$ cat src/tchg_pkg.sv
// Shared types and constants for the tap-count/hold gesture detector.
// No dependencies; used by tchg_ctrl, tchg_dp and the top level.
package tchg_pkg;

  typedef struct packed {
    logic        press_edge;
    logic        button_down;
    logic [11:0] elapsed_ms;
  } in_item_t;

  typedef struct packed {
    logic [1:0] action;
    logic [8:0] cue_level;
  } out_item_t;

  typedef struct packed {
    logic load_poll;
    logic div_init;
    logic div_step;
    logic out_load;
  } ctrl_cmd_t;

  localparam int CFG_IDX_BITS = 3;
  localparam int CFG_DATA_BITS = 16;
  localparam int CNT_BITS = 4;
  localparam int CFG_TIME_BITS = 16;
  localparam int DT_BITS = 12;
  localparam int DIV_STEPS = 8;
  localparam int DIV_CNT_BITS = $clog2(DIV_STEPS);

  localparam logic [CFG_IDX_BITS-1:0] CFG_REBOOT_COUNT = 3'd0;
  localparam logic [CFG_IDX_BITS-1:0] CFG_FORM_COUNT   = 3'd1;
  localparam logic [CFG_IDX_BITS-1:0] CFG_CAL_COUNT    = 3'd2;
  localparam logic [CFG_IDX_BITS-1:0] CFG_COUNT_LIMIT  = 3'd3;
  localparam logic [CFG_IDX_BITS-1:0] CFG_TAP_MAX      = 3'd4;
  localparam logic [CFG_IDX_BITS-1:0] CFG_GAP_TIME     = 3'd5;
  localparam logic [CFG_IDX_BITS-1:0] CFG_HOLD_TIME    = 3'd6;
  localparam logic [CFG_IDX_BITS-1:0] CFG_CUE_TIME     = 3'd7;

  localparam logic [1:0] ACT_NONE      = 2'd0;
  localparam logic [1:0] ACT_REBOOT    = 2'd1;
  localparam logic [1:0] ACT_FORM      = 2'd2;
  localparam logic [1:0] ACT_CALIBRATE = 2'd3;

  localparam logic [8:0] CUE_FULL = 9'd256;

  function automatic logic [1:0] pick_action(
    input logic [CNT_BITS-1:0] count,
    input logic [CNT_BITS-1:0] reboot_cnt,
    input logic [CNT_BITS-1:0] form_cnt,
    input logic [CNT_BITS-1:0] cal_cnt
  );
    logic [1:0] act;
    act = ACT_NONE;
    if (count != '0) begin
      if (count == reboot_cnt) act = ACT_REBOOT;
      else if (count == form_cnt) act = ACT_FORM;
      else if (count == cal_cnt) act = ACT_CALIBRATE;
    end
    return act;
  endfunction

endpackage

$ cat src/tchg_ctrl.sv
// Sequencer for the gesture detector: accept, cue setup, serial divide, output.
// Depends on tchg_pkg; drives the command struct into tchg_dp.
module tchg_ctrl (
  input  logic               clk,
  input  logic               rst_n,
  input  logic               in_valid,
  output logic               in_ready,
  output logic               out_valid,
  input  logic               out_ready,
  output tchg_pkg::ctrl_cmd_t cmd
);

  typedef enum logic [3:0] {
    ST_IDLE   = 4'b0001,
    ST_PREP   = 4'b0010,
    ST_DIVIDE = 4'b0100,
    ST_DONE   = 4'b1000
  } state_t;

  state_t state_r, state_nxt;
  logic [tchg_pkg::DIV_CNT_BITS-1:0] cnt_r, cnt_nxt;
  logic out_valid_r, out_valid_nxt;
  logic slot_free;

  assign in_ready  = (state_r == ST_IDLE);
  assign out_valid = out_valid_r;
  assign slot_free = !out_valid_r || out_ready;

  always_comb begin
    state_nxt = state_r;
    cnt_nxt   = cnt_r;
    cmd       = '0;
    case (state_r)
      ST_IDLE: begin
        if (in_valid) begin
          cmd.load_poll = 1'b1;
          state_nxt     = ST_PREP;
        end
      end
      ST_PREP: begin
        cmd.div_init = 1'b1;
        cnt_nxt      = '0;
        state_nxt    = ST_DIVIDE;
      end
      ST_DIVIDE: begin
        cmd.div_step = 1'b1;
        cnt_nxt      = cnt_r + 1'b1;
        if (cnt_r == tchg_pkg::DIV_CNT_BITS'(tchg_pkg::DIV_STEPS - 1)) state_nxt = ST_DONE;
      end
      ST_DONE: begin
        if (slot_free) begin
          cmd.out_load = 1'b1;
          state_nxt    = ST_IDLE;
        end
      end
      default: state_nxt = ST_IDLE;
    endcase
  end

  always_comb begin
    out_valid_nxt = out_valid_r;
    if (cmd.out_load) out_valid_nxt = 1'b1;
    else if (out_ready) out_valid_nxt = 1'b0;
  end

  always_ff @(posedge clk) begin
    if (!rst_n) begin
      state_r     <= ST_IDLE;
      cnt_r       <= '0;
      out_valid_r <= 1'b0;
    end else begin
      state_r     <= state_nxt;
      cnt_r       <= cnt_nxt;
      out_valid_r <= out_valid_nxt;
    end
  end

endmodule

$ cat src/tchg_dp.sv
// Datapath: configuration registers, gesture state, cue divider, output register.
// Depends on tchg_pkg; steered by the command struct from tchg_ctrl.
module tchg_dp #(
  parameter int TIME_BITS = 16
) (
  input  logic                                 clk,
  input  logic                                 rst_n,
  input  logic                                 cfg_wr_en,
  input  logic [tchg_pkg::CFG_IDX_BITS-1:0]    cfg_index,
  input  logic [tchg_pkg::CFG_DATA_BITS-1:0]   cfg_data,
  input  tchg_pkg::in_item_t                   in_data,
  input  tchg_pkg::ctrl_cmd_t                  cmd,
  output tchg_pkg::out_item_t                  out_data
);

  localparam int TB = tchg_pkg::CFG_TIME_BITS;
  localparam int NB = tchg_pkg::CNT_BITS;
  localparam int CW = (TIME_BITS > TB) ? TIME_BITS : TB;
  localparam int AW = ((TIME_BITS > tchg_pkg::DT_BITS) ? TIME_BITS : tchg_pkg::DT_BITS) + 1;
  localparam logic [TIME_BITS-1:0] TIME_MAX = {TIME_BITS{1'b1}};

  logic [NB-1:0] reboot_cnt_r, form_cnt_r, cal_cnt_r, limit_r;
  logic [TB-1:0] tap_max_r, gap_r, hold_r, cue_r;

  logic [NB-1:0]        tap_r, tap_nxt;
  logic [NB-1:0]        armed_r, armed_nxt;
  logic [TIME_BITS-1:0] press_r, press_nxt;
  logic [TIME_BITS-1:0] idle_r, idle_nxt;
  logic [1:0]           act_r, act_nxt;

  logic [TB-1:0]  rem_r;
  logic [7:0]     quot_r;
  logic           cue_zero_r, cue_full_r;
  logic [TB:0]    rem_dbl;
  logic           rem_ge;
  logic [TB:0]    rem_sub;
  logic [CW-1:0]  press_ext;
  tchg_pkg::out_item_t out_r;

  function automatic logic [TIME_BITS-1:0] sat_add(
    input logic [TIME_BITS-1:0] a,
    input logic [tchg_pkg::DT_BITS-1:0] b
  );
    logic [AW-1:0] s;
    s = AW'(a) + AW'(b);
    return (s > AW'(TIME_MAX)) ? TIME_MAX : s[TIME_BITS-1:0];
  endfunction

  always_ff @(posedge clk) begin
    if (!rst_n) begin
      reboot_cnt_r <= NB'(5);
      form_cnt_r   <= NB'(3);
      cal_cnt_r    <= NB'(2);
      limit_r      <= NB'(8);
      tap_max_r    <= TB'(300);
      gap_r        <= TB'(500);
      hold_r       <= TB'(2000);
      cue_r        <= TB'(500);
    end else if (cfg_wr_en) begin
      case (cfg_index)
        tchg_pkg::CFG_REBOOT_COUNT: reboot_cnt_r <= cfg_data[NB-1:0];
        tchg_pkg::CFG_FORM_COUNT:   form_cnt_r   <= cfg_data[NB-1:0];
        tchg_pkg::CFG_CAL_COUNT:    cal_cnt_r    <= cfg_data[NB-1:0];
        tchg_pkg::CFG_COUNT_LIMIT:  limit_r      <= cfg_data[NB-1:0];
        tchg_pkg::CFG_TAP_MAX:      tap_max_r    <= cfg_data[TB-1:0];
        tchg_pkg::CFG_GAP_TIME:     gap_r        <= cfg_data[TB-1:0];
        tchg_pkg::CFG_HOLD_TIME:    hold_r       <= cfg_data[TB-1:0];
        tchg_pkg::CFG_CUE_TIME:     cue_r        <= cfg_data[TB-1:0];
        default: ;
      endcase
    end
  end

  // one poll of the gesture state
  always_comb begin
    tap_nxt   = tap_r;
    armed_nxt = armed_r;
    press_nxt = press_r;
    idle_nxt  = idle_r;
    act_nxt   = tchg_pkg::ACT_NONE;
    if (in_data.press_edge) begin
      if (tap_nxt != '0 && CW'(idle_r) > CW'(gap_r)) tap_nxt = '0;
      press_nxt = '0;
      armed_nxt = '0;
    end
    if (in_data.button_down) begin
      press_nxt = sat_add(press_nxt, in_data.elapsed_ms);
      if (armed_nxt == '0 && CW'(press_nxt) > CW'(tap_max_r)) armed_nxt = tap_nxt;
      if (armed_nxt != '0 && CW'(press_nxt) >= CW'(hold_r)) begin
        act_nxt   = tchg_pkg::pick_action(armed_nxt, reboot_cnt_r, form_cnt_r, cal_cnt_r);
        tap_nxt   = '0;
        armed_nxt = '0;
        press_nxt = '0;
        idle_nxt  = '0;
      end
    end else if (press_nxt != '0) begin
      if (CW'(press_nxt) <= CW'(tap_max_r)) begin
        if (tap_nxt < limit_r) tap_nxt = tap_nxt + 1'b1;
      end else begin
        tap_nxt = '0;
      end
      press_nxt = '0;
      armed_nxt = '0;
      idle_nxt  = '0;
    end else begin
      idle_nxt = sat_add(idle_r, in_data.elapsed_ms);
      if (tap_nxt != '0 && CW'(idle_nxt) > CW'(gap_r)) tap_nxt = '0;
    end
  end

  always_ff @(posedge clk) begin
    if (!rst_n) begin
      tap_r   <= '0;
      armed_r <= '0;
      press_r <= '0;
      idle_r  <= '0;
    end else if (cmd.load_poll) begin
      tap_r   <= tap_nxt;
      armed_r <= armed_nxt;
      press_r <= press_nxt;
      idle_r  <= idle_nxt;
    end
  end

  always_ff @(posedge clk) begin
    if (cmd.load_poll) act_r <= act_nxt;
  end

  // restoring divider: press * 256 / hold, result used only when press < hold
  assign press_ext = CW'(press_r);
  assign rem_dbl   = {rem_r, 1'b0};
  assign rem_ge    = rem_dbl >= {1'b0, hold_r};
  assign rem_sub   = rem_dbl - {1'b0, hold_r};

  always_ff @(posedge clk) begin
    if (cmd.div_init) begin
      cue_zero_r <= (tchg_pkg::pick_action(armed_r, reboot_cnt_r, form_cnt_r, cal_cnt_r)
                     == tchg_pkg::ACT_NONE) || (press_ext < CW'(cue_r));
      cue_full_r <= press_ext >= CW'(hold_r);
      rem_r      <= press_ext[TB-1:0];
      quot_r     <= '0;
    end else if (cmd.div_step) begin
      rem_r  <= rem_ge ? rem_sub[TB-1:0] : rem_dbl[TB-1:0];
      quot_r <= {quot_r[6:0], rem_ge};
    end
  end

  always_ff @(posedge clk) begin
    if (cmd.out_load) begin
      out_r.action <= act_r;
      if (cue_zero_r) out_r.cue_level <= '0;
      else if (cue_full_r) out_r.cue_level <= tchg_pkg::CUE_FULL;
      else out_r.cue_level <= {1'b0, quot_r};
    end
  end

  assign out_data = out_r;

endmodule

$ cat src/tap_count_hold_gesture_detector.sv
// Tap-count/hold gesture detector, top level.
// Depends on tchg_pkg, tchg_ctrl and tchg_dp.
//
// One result per poll. A poll is taken when in_valid and in_ready are both high;
// the gesture state is updated at that edge, then the cue fraction is worked out
// by an 8-step restoring divider; the result is loaded into the output register
// in ST_DONE once that register is free, and the next poll can be taken after that.
// The output register lets a new poll be taken while the previous result waits.
// Configuration writes via cfg_wr_en/cfg_index/cfg_data take effect at once; the
// user must keep them to idle time, as the block itself does not enforce this.
module tap_count_hold_gesture_detector #(
  parameter int TIME_BITS = 16
) (
  input  logic                                clk,
  input  logic                                rst_n,
  input  logic                                cfg_wr_en,
  input  logic [tchg_pkg::CFG_IDX_BITS-1:0]   cfg_index,
  input  logic [tchg_pkg::CFG_DATA_BITS-1:0]  cfg_data,
  input  logic                                in_valid,
  output logic                                in_ready,
  input  tchg_pkg::in_item_t                  in_data,
  output logic                                out_valid,
  input  logic                                out_ready,
  output tchg_pkg::out_item_t                 out_data
);

  tchg_pkg::ctrl_cmd_t cmd;

  tchg_ctrl u_ctrl (
    .clk       (clk),
    .rst_n     (rst_n),
    .in_valid  (in_valid),
    .in_ready  (in_ready),
    .out_valid (out_valid),
    .out_ready (out_ready),
    .cmd       (cmd)
  );

  tchg_dp #(
    .TIME_BITS (TIME_BITS)
  ) u_dp (
    .clk       (clk),
    .rst_n     (rst_n),
    .cfg_wr_en (cfg_wr_en),
    .cfg_index (cfg_index),
    .cfg_data  (cfg_data),
    .in_data   (in_data),
    .cmd       (cmd),
    .out_data  (out_data)
  );

endmodule
$ cat config.mk
export PLATFORM = sky130hd
export DESIGN_NAME = tap_count_hold_gesture_detector
export DESIGN_NICKNAME = d
export VERILOG_FILES = /design/src/tchg_pkg.sv /design/src/tchg_ctrl.sv /design/src/tchg_dp.sv /design/src/tap_count_hold_gesture_detector.sv
export SDC_FILE = /design/constraint.sdc
export NUM_CORES = 1
export LEC_CHECK = 0
export BUFFER_PORTS_ARGS = -buffer_cell sky130_fd_sc_hd__clkbuf_2
export CAP_MARGIN = 20
export CORE_AREA = 3 3 162 164
export CTS_CLUSTER_SIZE = 14
export DETAILED_ROUTE_END_ITERATION = 7
export DIE_AREA = 0 0 165 167
export PLACE_DENSITY_LB_ADDON = 0.3
export SLEW_MARGIN = 5
export SYNTH_ARGS = -nofsm -noshare
export SYNTH_HDL_FRONTEND = slang
export SYNTH_SLANG_ARGS = --single-unit
$ cat constraint.sdc
create_clock -name clk -period 6.27 [get_ports clk]
set_clock_uncertainty 0.2 [all_clocks]
set_input_delay 0.627 -clock clk [delete_from_list [all_inputs] [get_ports clk]]
set_output_delay 0.627 -clock clk [all_outputs]
set_load 0.02 [all_outputs]
==> results.txt <==
The combinational power share is 19.2%. Entering global routing, the biggest net connects 64 pins. After technology mapping, the gate count stands at 1505. After the first detailed-routing iteration, the DRC count stood at 972. The met3 usage in global routing is 3.28%. The area growth from synthesis to final layout is 8.60%.

The area of all sequential standard cells came out at 3650 um^2. Traced cell by cell, the critical path runs through inv_1 -> nor2_1 -> ha_1 -> ha_1 -> nor2_1 -> a2111o_1 -> o21ai_1 -> o21ba_2 -> a21oi_2 -> o21a_1 -> or3_4 -> o21ai_0 -> ha_1 -> nand4_1 -> nor4_2 -> a221oi_2 -> a31oi_4 -> a21oi_1 -> o31a_1 -> and2_1 -> nand2_1 -> o2bb2ai_1. The count of cell types in the netlist is 102.

STA classifies the critical path startpoint as a flip-flop. The worst hold path belongs to the class reg2reg. The total buffers and inverters traversed by the critical path is 1.

The cell family with the largest share of critical-path delay is compound AO/OA/AOI/OAI gates. The number of antenna repair diodes is 0. The final worst setup slack came out at 370 ps. Buffers placed on the I/O ports in this run total 50.

The total global routing track utilization came out at 25.6%. The reported max-cap violation count is 0. The DRC violations left came out at 0.

In this run the most used layer during global routing was met2. Gates resized during post-CTS repair numbered 0. The proportion of layout cells with a drive suffix above 1 came out at 9.81%.

The count of synthesis-stage warnings from yosys is 0. OpenSTA, run right after detailed placement, puts the worst setup slack at 261 ps. The total negative setup slack came out at 0 ps. By instance count, the cell type seen most on the critical path is sky130_fd_sc_hd__ha_1.

After clock tree synthesis, the clock-pin slew on the worst setup and hold paths is 80 ps. The number of max-slew violations in the final report came out at 0. The number of fill cells in the layout came out at 2352.

The clock sink total is 167. The design draws 2.78 mW. The average via count per standard cell came out at 5.99. The number of buffers added for setup after CTS came out at 0. The site row count is 58. The first global-routing pass estimated 55500 um of wire. The peak per-stage delay on the critical path is 480 ps. The number of flops mapped to enable cells by yosys is 31. The post-cts hold buffer count is 0. The cell area after synthesis came out at 12400 um^2. The floorplan die height came out at 167 um. The clock network power share is 39.3%. Setup repair after global routing left no endpoint under its margin. The slew at the pin closest to its max-slew limit is 996 ps. The total power density per cell area is 207 nW/um^2.

The TritonCTS clock tree is yes. The routed design could run at a clock period as short as 5900 ps. The maximum operating frequency came out at 0.170 GHz. The overall overflow remaining after global route is 0.

The total detailed-routing wirelength came out at 35400 um. The x dimension of the die is 165 um. The multi-input logic area came out at 7960 um^2.

The number of antenna violations at the first check in global routing is 0. The number of nets handed over by synthesis was 1688. The clock reaches the later pin of the worst-skew pair after 450 ps.

The most used flip-flop cell after synthesis is sky130_fd_sc_hd__dfxtp_1. The final standard cell count with taps included and fillers excluded came out at 1859. The average detailed-routed wire length per instance came out at 19.0 um. The critical register-to-register path startpoint is u_dp.press_ext[0]. The sequential share of power is 41.5%. The first-pass iteration count of the detailed router came out at 6.

The peak fanout along the critical path is 13. The total number of vias is 11100. The count of H-tree levels built during CTS came out at 4. The tightest slew margin relative to the limit came out at 33.6%. The sequential fraction of the synthesis area is 29.6%. The die covers 27600 um^2. For the worst setup path, the data arrival time is 6070 ps. The routability congestion estimate from global placement came out at 0.928.

The number of hold violations in the final report is 0. The net switching power figure is 0.915 mW. The worst setup path startpoint is u_dp.press_ext[0]. TritonCTS created 17 clock buffers. STA classifies the critical path endpoint as a flip-flop. The post-synthesis area per instance is 8.21 um^2. For this run, asynchronously set or reset flops after synthesis account for 0%.

Detailed placement ended at an HPWL of 27000 um. Counting along the longest clock path gives a buffer depth of 2. The layout net count came out at 1699. The startpoint of the lowest-slack hold path is u_dp.act_r[0].

The worst voltage drop across the vdd grid came out at 134 uV. The number of I/O pins is 51. On the critical path, the stage with the largest delay is an instance of sky130_fd_sc_hd__and2_1.

Data on the critical path is required at its endpoint by 6440 ps. The proportion of total power due to net switching is 32.9%. The cell internal power dissipation is 1.87 mW. The final critical-path share of the clock period is 94.1%. The flow ran to the end, and the final reports show no timing, DRC or antenna violations. The effective utilization at floorplan is 49.4%. The global-route met2 utilization is 41.1%. The total core area came out at 25000 um^2. In this run the static leakage power is 5.68 nW.

The kind of critical path is reg2reg. The synthesis-stage register bit count came out at 167. The via count of the first global-routing pass came out at 10200. The number of setup violations in the final report is 0. Including well taps, the total number of placed cells is 1826. The final antenna-violating net count is 0. CTS placed an instance of sky130_fd_sc_hd__clkbuf_16 at the clock tree root. For met1 alone, demand over resource in global routing was 35.9%.
==> layout by cell type, fill, tap and decap left out, drive strengths merged, types with 7 or more instances in the layout <==
cell / instances
nand2: 216
ha: 143
dfxtp: 136
a21oi: 136
inv: 117
nor2: 103
clkbuf: 68
o21ai: 63
a22o: 36
xnor2: 32
o211ai: 32
edfxtp: 31
a21o: 30
nand3: 28
nor2b: 26
nand2b: 21
a31oi: 21
nand4: 19
mux2i: 18
xor2: 18
nor3: 17
buf: 16
o22ai: 13
a211oi: 13
nor4: 10
o21a: 9
and2: 9
and3: 7
a2111oi: 7
==> cells by family after synthesis <==
logic type	Yosys count	synth area share, %
DFF	167	29.6
muxes	21	1.73
AOI/OAI and AO/OA	439	24.4
adders and majority gates	149	15.2
xor gates and xnor gates	50	3.54
buffers and inverters	183	6.09
and+or+nand+nor	496	19.5
==> sequential cells by signal (all words and copies together), names as in the netlist, 3 cells and up <==
name and cells:
u_dp.form_cnt_r 4, u_dp.idle_r 16, u_dp.press_ext 16, u_dp.limit_r 4
u_dp.armed_r 4, u_dp.out_data 11, u_dp.tap_r 4, u_dp.cue_r 16
u_dp.quot_r 8, u_dp.rem_r 16, u_ctrl.state_r 4, u_dp.tap_max_r 16
u_dp.hold_r 16, u_ctrl.cnt_r 3, u_dp.gap_r 16, u_dp.cal_cnt_r 4
u_dp.reboot_cnt_r 4
==> cell type report <==
cell class,instances,share of cell area [%]
Sequential cell,167,27.2
Multi-Input combinational cell,1155,59.3
Clock buffer,17,3.17
Clock inverter,15,1.37
Timing Repair Buffer,67,2.82
Inverter,108,3.04
Tap cell,330,3.08
==> synthesized netlist by cell type (5+ instances only) <==
cell / number / area [um^2]
sky130_fd_sc_hd__a211oi_1: 12 / 90.1
sky130_fd_sc_hd__a21o_1: 30 / 225
sky130_fd_sc_hd__a21oi_1: 134 / 671
sky130_fd_sc_hd__a22o_1: 36 / 315
sky130_fd_sc_hd__a22oi_1: 6 / 45.0
sky130_fd_sc_hd__a31oi_1: 20 / 125
sky130_fd_sc_hd__a41oi_1: 5 / 43.8
sky130_fd_sc_hd__and2_1: 9 / 56.3
sky130_fd_sc_hd__and3_1: 7 / 43.8
sky130_fd_sc_hd__buf_1: 6 / 22.5
sky130_fd_sc_hd__buf_2: 8 / 40.0
sky130_fd_sc_hd__clkbuf_1: 51 / 191
sky130_fd_sc_hd__dfxtp_1: 136 / 2720
sky130_fd_sc_hd__edfxtp_1: 31 / 931
sky130_fd_sc_hd__ha_1: 143 / 1790
sky130_fd_sc_hd__inv_1: 105 / 394
sky130_fd_sc_hd__mux2i_1: 18 / 180
sky130_fd_sc_hd__nand2_1: 209 / 785
sky130_fd_sc_hd__nand2_2: 6 / 37.5
sky130_fd_sc_hd__nand2b_1: 21 / 131
sky130_fd_sc_hd__nand3_1: 27 / 135
sky130_fd_sc_hd__nand4_1: 17 / 106
sky130_fd_sc_hd__nor2_1: 102 / 383
sky130_fd_sc_hd__nor2b_1: 26 / 163
sky130_fd_sc_hd__nor3_1: 15 / 75.1
sky130_fd_sc_hd__nor4_1: 8 / 50.1
sky130_fd_sc_hd__nor4b_1: 5 / 43.8
sky130_fd_sc_hd__o211ai_1: 31 / 233
sky130_fd_sc_hd__o21a_1: 9 / 67.6
sky130_fd_sc_hd__o21ai_0: 59 / 295
sky130_fd_sc_hd__o21bai_1: 5 / 37.5
sky130_fd_sc_hd__o221ai_1: 5 / 43.8
sky130_fd_sc_hd__o22ai_1: 13 / 81.3
sky130_fd_sc_hd__o2bb2ai_1: 5 / 43.8
sky130_fd_sc_hd__o31ai_1: 6 / 45.0
sky130_fd_sc_hd__or3_1: 5 / 31.3
sky130_fd_sc_hd__or4_1: 6 / 45.0
sky130_fd_sc_hd__xnor2_1: 32 / 280
sky130_fd_sc_hd__xor2_1: 18 / 158
==> metal layers <==
metal  part of all wire, %  vias to the layer above
met1                    46                     5289
met4                   2.4                        0
li1                      -                     5484
met5                     0                        -
met2                    46                      313
met3                   5.6                       58
==> final timing paths <==
check                           to  slack [ps]  depth (start not counted)
setup reg to reg   u_dp.armed_r[0]         370                         22
hold / removal    u_dp.out_data[9]         230                          0
setup / recovery   u_dp.armed_r[0]         370                         22
hold reg to reg   u_dp.out_data[9]         230                          0
==> power groups by stage <==
stage / Clock (mW) / Sequential (mW) / Combinational, mW
final: 1.09 / 1.16 / 0.535
after global routing: 1.15 / 1.16 / 0.592
after CTS: 1.10 / 1.15 / 0.528
after detailed placement: 0 / 1.18 / 0.525
after global placement: 0 / 1.18 / 0.516
after floorplan: 0 / 1.16 / 0.392
==> metrics by stage <==
step / util (%) / hold slack, ps / area (um^2)
after global placement: 51.1 / 211 / 12800
after CTS: 53.6 / 228 / 13400
after floorplan: - / 200 / 12400
after detailed placement: 51.1 / 210 / 12800
final: 53.6 / 225 / 13400
after global routing: 53.6 / 245 / 13400
Power figures use the tool's default switching activity.
